## config.mk

```make
export PLATFORM = sky130hd
export DESIGN_NAME = utf8_stream_validator_unit_flat
export DESIGN_NICKNAME = d
export VERILOG_FILES = /design/src/hw/rtl/u8v_pkg.sv /design/src/hw/rtl/u8v_ifs.sv /design/src/hw/rtl/utf8_stream_validator_unit.sv /design/src/flat_wrapper.sv
export SDC_FILE = /design/constraint.sdc
export NUM_CORES = 1
export LEC_CHECK = 0
export BUFFER_PORTS_ARGS = -buffer_cell sky130_fd_sc_hd__buf_2
export CORE_MARGIN = 10
export CORE_UTILIZATION = 54
export DETAILED_ROUTE_END_ITERATION = 10
export PLACE_DENSITY_LB_ADDON = 0.25
export REMOVE_ABC_BUFFERS = 1
export SYNTH_ARGS = -nofsm -noshare
export SYNTH_HDL_FRONTEND = slang
export SYNTH_SLANG_ARGS = --single-unit
```

## constraint.sdc

```tcl
create_clock -name clk -period 2.97 [get_ports clk]
set_input_delay 0.1485 -clock clk [delete_from_list [all_inputs] [get_ports clk]]
set_output_delay 0.1485 -clock clk [all_outputs]
set_load 0.02 [all_outputs]
```

## src/hw/rtl/u8v_pkg.sv

```systemverilog
// Shared types, constants and byte checks for the UTF-8 stream validator.
package u8v_pkg;

  // Lead and continuation byte bounds
  localparam logic [7:0] ASCII_MAX   = 8'h7f;
  localparam logic [7:0] LEAD2_MIN   = 8'hc2;
  localparam logic [7:0] LEAD2_MAX   = 8'hdf;
  localparam logic [7:0] LEAD3_MIN   = 8'he0;
  localparam logic [7:0] LEAD3_MAX   = 8'hef;
  localparam logic [7:0] LEAD3_SURR  = 8'hed;
  localparam logic [7:0] LEAD4_MIN   = 8'hf0;
  localparam logic [7:0] LEAD4_MAX   = 8'hf4;
  localparam logic [7:0] CONT_MIN    = 8'h80;
  localparam logic [7:0] CONT_MAX    = 8'hbf;
  localparam logic [7:0] CONT_A0     = 8'ha0;
  localparam logic [7:0] CONT_9F     = 8'h9f;
  localparam logic [7:0] CONT_90     = 8'h90;
  localparam logic [7:0] CONT_8F     = 8'h8f;
  localparam logic [7:0] NUL_BYTE    = 8'h00;

  // Allowed range of the next continuation byte
  typedef enum logic [2:0] {
    CLS_ANY     = 3'd0,  // 80..BF
    CLS_NO_OVL3 = 3'd1,  // A0..BF after E0
    CLS_NO_SURR = 3'd2,  // 80..9F after ED
    CLS_NO_OVL4 = 3'd3,  // 90..BF after F0
    CLS_MAX_CP  = 3'd4   // 80..8F after F4
  } cont_class_t;

  // Per-string decoder state
  typedef struct packed {
    logic [1:0]  pending;
    cont_class_t cls;
    logic        err;
  } u8v_state_t;

  localparam u8v_state_t STATE_CLEAR = '{pending: 2'd0, cls: CLS_ANY, err: 1'b0};

  // Continuation byte range check for a given class
  function automatic logic cont_ok(input logic [7:0] b, input cont_class_t cls);
    logic ok;
    unique case (cls)
      CLS_NO_OVL3: ok = (b >= CONT_A0)  && (b <= CONT_MAX);
      CLS_NO_SURR: ok = (b >= CONT_MIN) && (b <= CONT_9F);
      CLS_NO_OVL4: ok = (b >= CONT_90)  && (b <= CONT_MAX);
      CLS_MAX_CP:  ok = (b >= CONT_MIN) && (b <= CONT_8F);
      default:     ok = (b >= CONT_MIN) && (b <= CONT_MAX);
    endcase
    return ok;
  endfunction

endpackage

```

## src/hw/rtl/u8v_ifs.sv

```systemverilog
// Valid/ready channel interfaces for the UTF-8 stream validator.
interface u8v_in_if;
  logic       valid;
  logic       ready;
  logic [7:0] data_byte;
  logic       end_of_string;
  logic       empty_string;
  modport source (output valid, data_byte, end_of_string, empty_string, input ready);
  modport sink   (input valid, data_byte, end_of_string, empty_string, output ready);
endinterface

interface u8v_out_if;
  logic valid;
  logic ready;
  logic string_valid;
  modport source (output valid, string_valid, input ready);
  modport sink   (input valid, string_valid, output ready);
endinterface

interface u8v_cfg_if;
  logic valid;
  logic ready;
  logic data;
  modport source (output valid, data, input ready);
  modport sink   (input valid, data, output ready);
endinterface

```

## src/hw/rtl/utf8_stream_validator_unit.sv

```systemverilog
// Top level of the UTF-8 stream validator: per-byte decode and string result.
//
//   channel   dir  payload                                   accepted when
//   in_item   in   data_byte[7:0], end_of_string, empty_str  valid && ready
//   out_item  out  string_valid                              valid && ready
//   cfg_wr    in   data (nul_allowed)                        valid && ready
//
// One byte item per cycle while in_item.ready is high; the decode state updates at the accept edge.
// A string result appears in the output register in the cycle after its last item is accepted.
// in_item.ready drops only while a result is held and out_item.ready is low.
// rst_n (synchronous) clears the decode state, the output valid and nul_allowed.
// cfg_wr is always ready.
module utf8_stream_validator_unit
  import u8v_pkg::*;
(
  input  logic       clk,
  input  logic       rst_n,
  u8v_in_if.sink     in_item,
  u8v_out_if.source  out_item,
  u8v_cfg_if.sink    cfg_wr
);

  logic       nul_allowed_r;
  u8v_state_t state_r, state_nxt;
  u8v_state_t step_st;
  logic       out_valid_r, out_valid_nxt;
  logic       string_valid_r, string_valid_nxt;
  logic       in_acc, closes;

  assign cfg_wr.ready   = 1'b1;
  assign in_item.ready  = !out_valid_r || out_item.ready;
  assign in_acc         = in_item.valid && in_item.ready;
  assign closes         = in_item.empty_string || in_item.end_of_string;
  assign out_item.valid = out_valid_r;
  assign out_item.string_valid = string_valid_r;

  // Decode of one byte against the current state
  always_comb begin
    step_st = state_r;
    if (!state_r.err) begin
      if (state_r.pending != 2'd0) begin
        if (!cont_ok(in_item.data_byte, state_r.cls)) begin
          step_st.err = 1'b1;
        end else begin
          step_st.pending = state_r.pending - 2'd1;
          step_st.cls     = CLS_ANY;
        end
      end else if (in_item.data_byte <= ASCII_MAX) begin
        if (in_item.data_byte == NUL_BYTE && !nul_allowed_r) begin
          step_st.err = 1'b1;
        end
      end else if (in_item.data_byte >= LEAD2_MIN && in_item.data_byte <= LEAD2_MAX) begin
        step_st.pending = 2'd1;
        step_st.cls     = CLS_ANY;
      end else if (in_item.data_byte >= LEAD3_MIN && in_item.data_byte <= LEAD3_MAX) begin
        step_st.pending = 2'd2;
        priority if (in_item.data_byte == LEAD3_MIN)  step_st.cls = CLS_NO_OVL3;
        else if (in_item.data_byte == LEAD3_SURR)     step_st.cls = CLS_NO_SURR;
        else                                          step_st.cls = CLS_ANY;
      end else if (in_item.data_byte >= LEAD4_MIN && in_item.data_byte <= LEAD4_MAX) begin
        step_st.pending = 2'd3;
        priority if (in_item.data_byte == LEAD4_MIN)  step_st.cls = CLS_NO_OVL4;
        else if (in_item.data_byte == LEAD4_MAX)      step_st.cls = CLS_MAX_CP;
        else                                          step_st.cls = CLS_ANY;
      end else begin
        step_st.err = 1'b1;
      end
    end
  end

  // Next state and result register loading
  always_comb begin
    u8v_state_t fin;
    fin              = in_item.empty_string ? state_r : step_st;
    state_nxt        = state_r;
    out_valid_nxt    = out_valid_r && !out_item.ready;
    string_valid_nxt = string_valid_r;
    if (in_acc) begin
      if (closes) begin
        state_nxt        = STATE_CLEAR;
        out_valid_nxt    = 1'b1;
        string_valid_nxt = !fin.err && (fin.pending == 2'd0);
      end else begin
        state_nxt = step_st;
      end
    end
  end

  // Control registers
  always_ff @(posedge clk) begin
    if (!rst_n) begin
      state_r       <= STATE_CLEAR;
      out_valid_r   <= 1'b0;
      nul_allowed_r <= 1'b0;
    end else begin
      state_r     <= state_nxt;
      out_valid_r <= out_valid_nxt;
      if (cfg_wr.valid) begin
        nul_allowed_r <= cfg_wr.data;
      end
    end
  end

  // Result payload
  always_ff @(posedge clk) begin
    string_valid_r <= string_valid_nxt;
  end

endmodule

```

## src/flat_wrapper.sv

```systemverilog
// flat-port wrapper written by rule: the top's interface ports become plain ports
module utf8_stream_validator_unit_flat import u8v_pkg::*;
  (clk, rst_n, in_item_valid, in_item_data_byte, in_item_end_of_string, in_item_empty_string, in_item_ready, out_item_valid, out_item_string_valid, out_item_ready, cfg_wr_valid, cfg_wr_data, cfg_wr_ready);
  u8v_in_if in_item_i ();
  u8v_out_if out_item_i ();
  u8v_cfg_if cfg_wr_i ();
  input  logic clk;
  input  logic rst_n;
  input wire logic [$bits(in_item_i.valid)-1:0] in_item_valid;
  input wire logic [$bits(in_item_i.data_byte)-1:0] in_item_data_byte;
  input wire logic [$bits(in_item_i.end_of_string)-1:0] in_item_end_of_string;
  input wire logic [$bits(in_item_i.empty_string)-1:0] in_item_empty_string;
  output wire logic [$bits(in_item_i.ready)-1:0] in_item_ready;
  output wire logic [$bits(out_item_i.valid)-1:0] out_item_valid;
  output wire logic [$bits(out_item_i.string_valid)-1:0] out_item_string_valid;
  input wire logic [$bits(out_item_i.ready)-1:0] out_item_ready;
  input wire logic [$bits(cfg_wr_i.valid)-1:0] cfg_wr_valid;
  input wire logic [$bits(cfg_wr_i.data)-1:0] cfg_wr_data;
  output wire logic [$bits(cfg_wr_i.ready)-1:0] cfg_wr_ready;
  assign in_item_i.valid = in_item_valid;
  assign in_item_i.data_byte = in_item_data_byte;
  assign in_item_i.end_of_string = in_item_end_of_string;
  assign in_item_i.empty_string = in_item_empty_string;
  assign in_item_ready = in_item_i.ready;
  assign out_item_valid = out_item_i.valid;
  assign out_item_string_valid = out_item_i.string_valid;
  assign out_item_i.ready = out_item_ready;
  assign cfg_wr_i.valid = cfg_wr_valid;
  assign cfg_wr_i.data = cfg_wr_data;
  assign cfg_wr_ready = cfg_wr_i.ready;
  utf8_stream_validator_unit u_core (.clk(clk), .rst_n(rst_n), .in_item(in_item_i), .out_item(out_item_i), .cfg_wr(cfg_wr_i));
endmodule
```

* Word level (Yosys, flattened, before mapping) *
Index checks and enable logic that the tools add are counted.

storage, ports and cells
  bits of input ports = 16
  flip-flop bits (word level) = 9
  output and inout bits = 4

operators by class
  reductions and logical operators = 22
  equality and inequality tests = 8
  mux-type cells = 24
  add/subtract/negate cells = 1
  order comparisons = 13

operators by type and width
  operator                                                                           count
  8-bit >= comparator (second input constant)                                        6
  8-bit less-or-equal comparator (second input constant)                             6
  8-bit == test (second input constant)                                              4
  5-bit two-way mux                                                                  5
  6-bit two-way mux                                                                  4
  1-bit logical AND                                                                  12
  1-bit two-way mux                                                                  10
  3-bit two-way mux                                                                  3
  8-bit by 7-bit less-or-equal comparator with 1-bit output (second input constant)  1
  8-bit zero test                                                                    1
  3-bit by 2-bit == test with 1-bit output (second input constant)                   2
  1-bit zero test                                                                    4
  1-bit one-hot mux with 4 select lines                                              1
  3-bit by 1-bit == test with 1-bit output (second input constant)                   1
  3-bit == test (second input constant)                                              1
  2-bit zero test                                                                    1
  1-bit logical OR                                                                   2
  2-bit two-way mux                                                                  1
  2-bit AND reduction                                                                1
  2-bit nonzero test                                                                 1
  2-bit by 1-bit subtractor with 2-bit output (second input constant)                1

* Depth between registers and ports, before layout *
Gate-level depths: netlist of run 1.

  depth in word-level cells = 12
  gate-level depth with buffers = 8
  mapped depth without buffers = 8

* Worst setup path before layout of run 1 *
OpenSTA, ideal clock, no wires.

  path kind = reg2reg
  from = register u_core.nul_allowed_r
  to = register u_core.string_valid_r, in the netlist u_core.out_item.string_valid, data pin
  path slack = 1.225 ns
  period minus slack after synthesis = 1.745 ns
  library setup time = 0.255 ns
  buffers on the path = 0
  stages on the path, launching flop included = 7
  arrival = 1.490 ns
  cell sequence = dfxtp_1 > or4_1 > o31ai_2 > a41oi_1 > a32oi_1 > nor3_1 > a31o_1

on the way
  cells in the longest elaborated chain, start to end = 9

ends and longest elaborated chain
  item                    RTL line                           text
  start, declared         utf8_stream_validator_unit.sv:23   logic nul_allowed_r;
  start signal, assigned  utf8_stream_validator_unit.sv:99   nul_allowed_r <= cfg_wr.data;
  1-bit zero test         utf8_stream_validator_unit.sv:49   if (in_item.data_byte == NUL_BYTE && !nul_allowed_r) begin
  1-bit logical AND       utf8_stream_validator_unit.sv:49
  1-bit two-way mux       utf8_stream_validator_unit.sv:49
  1-bit two-way mux       utf8_stream_validator_unit.sv:48   end else if (in_item.data_byte <= ASCII_MAX) begin
  6-bit two-way mux       utf8_stream_validator_unit.sv:41   if (state_r.pending != 2'd0) begin
  6-bit two-way mux       utf8_stream_validator_unit.sv:40   if (!state_r.err) begin
  6-bit two-way mux       utf8_stream_validator_unit.sv:74   fin = in_item.empty_string ? state_r : step_st;
  1-bit zero test         utf8_stream_validator_unit.sv:82   string_valid_nxt = !fin.err && (fin.pending == 2'd0);
  1-bit logical AND       utf8_stream_validator_unit.sv:82
  end signal, assigned    utf8_stream_validator_unit.sv:106  string_valid_r <= string_valid_nxt;
  end, declared           utf8_stream_validator_unit.sv:27   logic string_valid_r, string_valid_nxt;

Every way passes these cells.
A chain may end at the register's enable or synchronous reset.

* Worst setup path in the final report of run 1 *
  from = register u_core.state_r[2] (netlist name)
  to = register u_core.string_valid_r, in the netlist u_core.out_item.string_valid, data pin

on the way
  cells in the longest elaborated chain, start to end = 10
  elaborated cells on any way between the ends = 15

ends and longest elaborated chain
  item                                                    RTL line                          text
  start, declared                                         utf8_stream_validator_unit.sv:24  u8v_state_t state_r, state_nxt;
  start signal, assigned                                  utf8_stream_validator_unit.sv:96  state_r <= state_nxt;
  3-bit == test (tied with other cells)                   u8v_pkg.sv:42                     unique case (cls)
  1-bit one-hot mux with 4 select lines *                 u8v_pkg.sv:42
  1-bit two-way mux *                                     utf8_stream_validator_unit.sv:41
  1-bit two-way mux *                                     utf8_stream_validator_unit.sv:40
  5-bit two-way mux or 1-bit two-way mux (tied branches)  utf8_stream_validator_unit.sv:42  if (!cont_ok(in_item.data_byte, state_r.cls)) begin
  6-bit two-way mux *                                     utf8_stream_validator_unit.sv:41
  6-bit two-way mux *                                     utf8_stream_validator_unit.sv:40
  6-bit two-way mux *                                     utf8_stream_validator_unit.sv:74
  2-bit zero test or 1-bit zero test (tied branches)      utf8_stream_validator_unit.sv:82
  1-bit logical AND *                                     utf8_stream_validator_unit.sv:82

Every way passes the cells marked *; elsewhere a longest branch is shown, timed or not. The select of a mux whose other input is x is not followed.

==> impl_metrics.py, run 1 <==
metrics = {
    "global_route": {
        "grt_pass1_wl_mm": 3.03,
        "antenna_found_initial": 0,
        "grt_util_all_layers_pct": 11.1,
        "grt_max_degree": 11,
        "grt_overflow": 0,
        "grt_pass1_vias": 708,
    },
    "setup_path": {
        "endpoint_kind": "flip-flop",
        "arrival_ns": 1.91,
        "critPathKind": "flip-flop to flip-flop",
        "cp.required_ns": 2.98,
        "crit_fanout": 7,
        "worstRegToRegCells": 6,
        "start_kind": "flip-flop",
    },
    "timing": {
        "layout_min_cycle_time_ns": 1.89,
        "relSlewSlack_pct": 64.7,
        "period_share_pct": 63.8,
        "worstMarginPinSlew_ns": 0.525,
        "setup-violations-final": 0,
        "maxSlewViolCount": 0,
        "hold_violations": 0,
        "skew_ns": 0.00502,
        "rsz0062_at_grt": "no",
        "setup_tns_ns": 0,
        "maxClockFrequency_mhz": 528,
    },
    "cells_and_area": {
        "area_growth_pct": 12.7,
        "multi_input_area_um2": 509,
        "regArea_um2": 190,
        "num_antenna_cells": 0,
        "fin_nets": 135,
        "final_common_cell": "buf_2",
        "nFillCells": 127,
        "finalNonFillerCells": 132,
        "final_cell_mix": "buf_2 (18), nor2_1 (10), dfxtp_1 (8)",
        "drive_gt1_share_pct": 21.4,
    },
    "synthesis": {
        "synthDistinctLibCells": 48,
        "synthArstFlopShare_pct": 0,
        "ys_warn_count": 0,
        "syn_avg_cell_area_um2": 7.61,
        "ys_seq_elements": 9,
        "netlist_area_um2": 761,
        "synth-edff-count": 1,
        "ys.flop_type": "dfxtp_1",
        "syn_inst": 100,
        "yosysSeqAreaShare_pct": 25.0,
    },
    "detailed_routing": {
        "drc": 0,
        "antenna_left": 0,
        "vias_per_cell": 6.20,
        "wire_per_inst_um": 14.1,
        "drt-initial-drc-count": 18,
        "num_vias": 818,
        "routed_wl_mm": 1.86,
        "first_pass_iters": 4,
    },
    "clock_tree": {
        "h-tree-depth": 1,
        "insertion_delay_ns": 0.26,
        "cts.sinks": 9,
        "cts_setup_buffers": 0,
        "hold_buffers": 0,
        "clkTransAtPathRegs_ns": 0.06,
        "cts_buffers": 3,
        "cts_buffer_depth": 2,
        "postCtsResizedCells": 0,
        "clockRootBuffer": "clkbuf_4",
        "cts_tree": "done",
    },
    "place": {
        "gp_congestion": 0.884,
        "dpl.cell_count": 128,
        "dpl.hpwl_mm": 1.50,
        "numPortBuffers": 18,
    },
    "floorplan": {
        "die_w_um": 57.5,
        "boundaryPins": 20,
        "core-area_um2": 1320,
        "initial_utilization_pct": 57.7,
        "row_count": 13,
        "die-area_um2": 3310,
        "die_y_um": 57.5,
    },
    "power_and_ir_drop": {
        "peakVddDrop_mv": 0.405,
        "p_per_area_nw_per_um2": 339,
        "p_leak_nw": 0.349,
    },
    "flow_run": {
        "cap_viol_max_count": 0,
    },
    "hold_path": {
        "min_path_cells": 3,
        "hp-class": "primary input to flip-flop",
    },
    "outcome": {
        "status": "completed",
    },
}
[metal layers]
metal,vias up,track usage (%),share of wire [%]
li1,415,-,-
met5,-,0,0
met4,0,6.38,1.9
met1,372,12.8,45
met2,27,16.7,47
met3,4,4.65,6.3
[synthesized netlist by cell type (2+ instances only)]
cell | instances | share of area, %
a31oi_1 | 2 | 1.6
nor2b_1 | 4 | 3.3
a21oi_1 | 7 | 4.6
o21ai_1 | 2 | 1.3
nor4_1 | 3 | 2.5
a22o_1 | 2 | 2.3
nor2_1 | 10 | 4.9
inv_1 | 6 | 3.0
a32oi_1 | 2 | 2.3
nand3_1 | 4 | 2.6
nor3_1 | 2 | 1.3
o21ai_0 | 5 | 3.3
dfxtp_1 | 8 | 21
nand2_1 | 5 | 2.5
and3_1 | 3 | 2.5
buf_4 | 3 | 3.0
[critical path, stage by stage, from the launching register on]
cell and delay (ns):
dfxtp_1 0.37, nor2b_1 0.15, a22o_1 0.25, a211oi_1 0.38, and3_1 0.22, a21oi_1 0.06, a31o_1 0.21
[power breakdown]
part | total (mW) | switching, mW | internal [mW]
clock | 0.0922 | 0.0406 | 0.0516
sequential | 0.130 | 0.00310 | 0.127
combinational | 0.0684 | 0.0411 | 0.0273
[through the flow]
step / hold slack, ns / area [µm²] / util, % / setup slack (ns) / total power, mW
2_1_floorplan: 0.268 / 722 / - / 1.22 / 0.172
6_report: 0.158 / 857 / 65.1 / 1.08 / 0.291
3_3_place_gp: 0.418 / 831 / 63.1 / 1.09 / 0.200
4_1_cts: 0.159 / 857 / 65.1 / 1.08 / 0.293
5_1_grt: 0.200 / 857 / 65.1 / 0.943 / 0.308
3_5_place_dp: 0.428 / 831 / 63.1 / 1.08 / 0.201
[registers in the layout, summed over array words and instances (netlist names)]
| register | count |
|---|---|
| u_core.out_item.string_valid | 1 |
| u_core.out_item.valid | 1 |
| u_core.state_r | 6 |
| u_core.nul_allowed_r | 1 |
[cells by family (layout without fill, tap and decap cells)]
family,Yosys count,after routing,synth area share [%]
AOI/OAI and AO/OA,36,36,33.4
muxes,1,1,1.32
xor gates and xnor gates,1,1,1.15
and+or+nand+nor,40,40,29.0
adders and majority gates,1,1,1.64
other,1,1,0.493
DFF,9,9,25.0
buffers and inverters,11,28,8.06
[worst paths after layout]
| path | startpoint | to | slack, ns |
|---|---|---|---|
| hold reg to reg | u_core.state_r[3] | u_core.state_r[3] | 0.49 |
| setup reg to reg | u_core.state_r[2] | u_core.out_item.string_valid | 1.08 |
| hold / removal | cfg_wr_data | u_core.nul_allowed_r | 0.16 |
| setup / recovery | u_core.state_r[2] | u_core.out_item.string_valid | 1.08 |
[area by class of cell]
class	count	share of cell area (%)
multi-input cells	80	59.4
well taps	15	2.19
flip-flops and latches	9	22.2
inverters	6	2.63
clock buffers	4	3.07
repair buffers	18	10.5
Power figures use the tool's default switching activity.
==> run 2: changes to the inputs <==
CORE_UTILIZATION = 50   (was 54)
clock period = 1.8 ns   (was 2.97 ns; I/O delays follow)
==> run 2 against run 1 <==
  * Worst setup slack worse by 1.1 ns
  * Sequential cell count unchanged
  * Largest power group unchanged
  * Critical path type unchanged
  * Sequential share of layout area fell by 3.3 points
  * Die area increased by 5.2%
  * Power is 77% higher
  * Global-route usage grew 2.6 points
==> impl_metrics.py, run 2 (synthesized netlist as in run 1, its figures left out) <==
metrics = {
    "floorplan": {
        "die_y_um": 59.0,
        "core-area_um2": 1470,
        "boundaryPins": 20,
        "die_w_um": 59.0,
        "row_count": 14,
        "die-area_um2": 3480,
        "initial_utilization_pct": 51.7,
    },
    "power_and_ir_drop": {
        "p_leak_nw": 0.427,
        "power_frac_seq_pct": 41.7,
        "p_per_area_nw_per_um2": 510,
        "comb_power_share_pct": 26.9,
        "pwr-share-clk_pct": 31.5,
        "finalPower_mw": 0.516,
        "switching_share_pct": 31.4,
        "p_int_mw": 0.354,
        "peakVddDrop_mv": 0.308,
        "switchingPower_mw": 0.162,
    },
    "global_route": {
        "grt_util_all_layers_pct": 13.7,
        "grt_overflow": 0,
        "grt_pass1_wl_mm": 3.84,
        "grt_max_degree": 11,
        "antenna_found_initial": 0,
        "grt_pass1_vias": 877,
    },
    "timing": {
        "layout_min_cycle_time_ns": 1.79,
        "maxSlewViolCount": 0,
        "setup-violations-final": 0,
        "skew_ns": 0.000279,
        "hold_violations": 0,
        "timing.hold.ws_ns": 0.0977,
        "rsz0062_at_grt": "yes",
        "maxClockFrequency_mhz": 559,
        "worstMarginPinSlew_ns": 0.545,
        "fin_ws_ns": 0.0110,
        "relSlewSlack_pct": 63.4,
        "period_share_pct": 99.4,
    },
    "detailed_routing": {
        "vias_per_cell": 6.33,
        "drt-initial-drc-count": 43,
        "num_vias": 930,
        "antenna_left": 0,
        "drc": 0,
        "first_pass_iters": 5,
        "wire_per_inst_um": 16.1,
        "routed_wl_mm": 2.37,
    },
    "cells_and_area": {
        "area_growth_pct": 33.1,
        "drive_gt1_share_pct": 35.1,
        "num_antenna_cells": 0,
        "final_common_cell": "buf_2",
        "fin_nets": 149,
        "largest-register": "u_core.state_r",
        "regArea_um2": 191,
        "largest_reg_flops": 6,
        "final_cell_mix": "buf_2 (18), buf_4 (14), nor2_1 (10)",
        "nFillCells": 126,
        "multi_input_area_um2": 557,
    },
    "clock_tree": {
        "clockRootBuffer": "clkbuf_4",
        "cts_buffer_depth": 2,
        "cts.sinks": 9,
        "clkTransAtPathRegs_ns": 0.06,
        "hold_buffers": 0,
        "h-tree-depth": 1,
        "cts_tree": "done",
        "insertion_delay_ns": 0.27,
        "cts_buffers": 3,
        "cts_setup_buffers": 0,
    },
    "place": {
        "dpl.hpwl_mm": 1.76,
        "gp_congestion": 0.892,
        "numPortBuffers": 18,
        "place_ws_ns": -0.0359,
    },
    "setup_path": {
        "critPathKind": "flip-flop to flip-flop",
        "startpoint": "u_core.nul_allowed_r",
        "arrival_ns": 1.82,
        "endpoint_kind": "flip-flop",
        "cp.required_ns": 1.83,
        "crit_fanout": 2,
        "reg2reg_from": "u_core.nul_allowed_r",
        "start_kind": "flip-flop",
    },
    "hold_path": {
        "min-delay-start": "cfg_wr_data",
        "hp-class": "primary input to flip-flop",
    },
    "outcome": {
        "status": "completed",
    },
    "flow_run": {
        "cap_viol_max_count": 0,
    },
}
## run 2: per-stage QoR
step	std cells	TNS (ns)	util (%)	instance area, µm²
3_5_place_dp	143	-0.0359	63.7	937
3_3_place_gp	143	-0.0192	63.7	937
5_1_grt	147	-0.0852	68.8	1010
4_1_cts	147	0	66.3	976
2_1_floorplan	95	0	-	722
6_report	147	0	68.8	1010
## run 2: path summary, 6_finish.rpt
path                                                      to  cells after the start  slack [ns]
worst min register to register             u_core.state_r[3]                      1        0.49
worst min-delay path                    u_core.nul_allowed_r                      3         0.1
worst max register to register  u_core.out_item.string_valid                      6        0.01
worst max-delay path            u_core.out_item.string_valid                      6        0.01
## run 2: what timing repair did
| action | 4_1_cts | 5_1_grt |
|---|---|---|
| endpoints found under the setup margin | 1 | 2 |
| pin swaps | 2 | 3 |
| gates resized for setup | 2 | 6 |
## run 2: area by class of cell
| type | instances | area share, % |
|---|---|---|
| Multi-Input combinational cell | 80 | 55.0 |
| Timing Repair Buffer | 32 | 19.3 |
| Sequential cell | 9 | 18.9 |
| Clock buffer | 4 | 2.60 |
| Inverter | 6 | 2.22 |
| Tap cell | 16 | 1.98 |
## run 2: critical path, stage by stage, from the launching register on
cell and delay [ns]:
dfxtp_1 0.31, or4_1 0.48, o31ai_2 0.21, a41oi_2 0.06, a32oi_2 0.21, nor3_2 0.07, a31o_1 0.22
## run 2: metal layers
layer	up-vias	GRT usage (%)	routed length (µm)
met5	-	0	0
met4	0	7.54	73
met3	11	2.36	135
met2	46	22.2	1110
met1	433	16.7	1050
li1	440	-	-
## run 2: power groups by stage
stage | sequential (mW) | clock, mW | combinational, mW
finish | 0.215 | 0.162 | 0.139
global route | 0.216 | 0.175 | 0.152
CTS | 0.215 | 0.164 | 0.130
detailed placement | 0.219 | 0 | 0.128
global placement | 0.218 | 0 | 0.125
floorplan | 0.222 | 0 | 0.0606
==> run 3: changes to the inputs <==
CORE_MARGIN = 1.5   (was 10)
CORE_UTILIZATION = 53   (was 50)
CTS_BUF_LIST = sky130_fd_sc_hd__clkbuf_8   (was unset)
TNS_END_PERCENT = 5   (was unset)
==> run 3 against run 2 <==
  * The flow now finishes with violations (negative setup slack)
  * Cell count increased by 2.7%
  * Critical path depth unchanged
  * Power increased by 15%
  * Sequential cell count unchanged
  * Die area decreased by 52%
  * Via count increased by 2.6%
  * Clock skew about the same
  * Global-route usage increased by 20 points
  * Sequential power about the same
  * Clock power increased by 46%
  * Core utilization increased by 12 points
==> impl_metrics.py, run 3 (synthesized netlist as in run 1, its figures left out) <==
metrics = {
    "outcome": {
        "status": "finished, violations left",
        "violations": "negative setup slack",
    },
    "clock_tree": {
        "h-tree-depth": 1,
        "clkTransAtPathRegs_ns": 0.04,
        "insertion_delay_ns": 0.24,
        "cts_buffers": 3,
        "cts_buffer_depth": 2,
        "cts_tree": "done",
        "hold_buffers": 0,
        "cts.sinks": 9,
        "clockRootBuffer": "clkbuf_8",
    },
    "global_route": {
        "grt_util_all_layers_pct": 34.0,
        "grt_pass1_vias": 850,
        "grt_pass1_wl_mm": 3.64,
        "antenna_found_initial": 0,
        "grt_max_degree": 11,
        "grt_overflow": 0,
    },
    "cells_and_area": {
        "final_cell_mix": "buf_2 (18), buf_4 (18), nor2_1 (10)",
        "largest-register": "u_core.state_r",
        "drive_gt1_share_pct": 37.5,
        "finalNonFillerCells": 151,
        "nFillCells": 90,
        "area_growth_pct": 39.6,
        "largest_reg_flops": 6,
        "num_antenna_cells": 0,
        "design_area_um2": 1060,
        "fin_nets": 154,
    },
    "setup_path": {
        "crit_fanout": 4,
        "arrival_ns": 1.82,
        "endpoint_kind": "flip-flop",
        "critPathKind": "flip-flop to flip-flop",
        "start_kind": "flip-flop",
        "cp.required_ns": 1.79,
    },
    "floorplan": {
        "boundaryPins": 20,
        "row_count": 13,
        "core-area_um2": 1320,
        "initial_utilization_pct": 57.7,
        "die_w_um": 40.9,
        "die-area_um2": 1670,
        "die_y_um": 40.9,
    },
    "timing": {
        "rsz0062_at_grt": "yes",
        "maxClockFrequency_mhz": 549,
        "worstMarginPinSlew_ns": 0.587,
        "hold_violations": 0,
        "maxSlewViolCount": 0,
        "period_share_pct": 101,
        "timing.hold.ws_ns": 0.135,
        "relSlewSlack_pct": 60.5,
        "fin_ws_ns": -0.0213,
        "skew_ns": 0.000565,
        "layout_min_cycle_time_ns": 1.82,
        "setup-violations-final": 1,
    },
    "power_and_ir_drop": {
        "finalPower_mw": 0.594,
        "p_leak_nw": 0.463,
        "peakVddDrop_mv": 0.793,
        "p_per_area_nw_per_um2": 559,
    },
    "place": {
        "dpl.hpwl_mm": 1.70,
        "placed_area_um2": 951,
        "numPortBuffers": 18,
        "place_ws_ns": -0.0665,
        "gp_congestion": 0.911,
        "dpl.cell_count": 144,
    },
    "detailed_routing": {
        "drc": 0,
        "vias_per_cell": 6.32,
        "routed_wl_mm": 2.37,
        "first_pass_iters": 4,
        "antenna_left": 0,
        "drt-initial-drc-count": 58,
        "wire_per_inst_um": 15.7,
        "num_vias": 954,
    },
    "hold_path": {
        "hp-class": "primary input to flip-flop",
    },
    "flow_run": {
        "cap_viol_max_count": 0,
    },
}
==> run 3: cell types whose count changed in the layout (fill, tap and decap cells not counted), sizes merged <==
cell,previous run,this run
buf,32,37
clkbuf,4,3
inv,6,7
==> run 3: power by group <==
group | internal (mW) | switching, mW
sequential | 0.208 | 0.00494
combinational | 0.0652 | 0.0803
clock | 0.149 | 0.0867
==> run 3: path summary, 6_finish.rpt <==
check                                               endpoint              start  slack, ns  cells after the start
worst max-delay path            u_core.out_item.string_valid  u_core.state_r[2]      -0.02                      6
worst min register to register             u_core.state_r[3]  u_core.state_r[3]       0.53                      1
worst min-delay path                    u_core.nul_allowed_r        cfg_wr_data       0.14                      3
worst max register to register  u_core.out_item.string_valid  u_core.state_r[2]      -0.02                      6
==> run 3: worst max-delay path, stage by stage, from the launching register on <==
cell and delay, ns:
dfxtp_4 0.35, buf_6 0.12, o41ai_4 0.38, a21oi_2 0.10, xnor2_1 0.14, o31a_1 0.30
a31o_1 0.18
==> run 3: layout make-up <==
class	count	area, µm²	share of cell area (%)
flip-flops and latches	9	199	18.7
inverters	6	22.5	2.12
clock inverters	1	3.75	0.353
well taps	15	18.8	1.77
repair buffers	37	236	22.3
multi-input cells	80	541	50.9
clock buffers	3	41.3	3.89
==> run 3: what timing repair did <==
item / in CTS / in global routing
setup endpoints to repair: 1 / 4
gates resized for setup: 5 / 6
pin swaps: 5 / 8
buffers inserted: 1 / 2
gates cloned: 0 / 0
==> run 3: per-layer routing <==
metal / vias up / wire, µm / track usage [%]
li1: 452 / - / -
met1: 434 / 915 / 37.8
met2: 60 / 1160 / 57.8
met3: 8 / 232 / 11.4
met4: 0 / 55 / 15.0
met5: - / 0 / 0
==> run 3: through the flow <==
step | util (%) | setup TNS, ns
final | 80.6 | -0.0213
after global routing | 80.6 | -0.131
after CTS | 77.6 | 0
after global placement | 72.2 | -0.00249
after detailed placement | 72.2 | -0.0665
after floorplan | - | 0
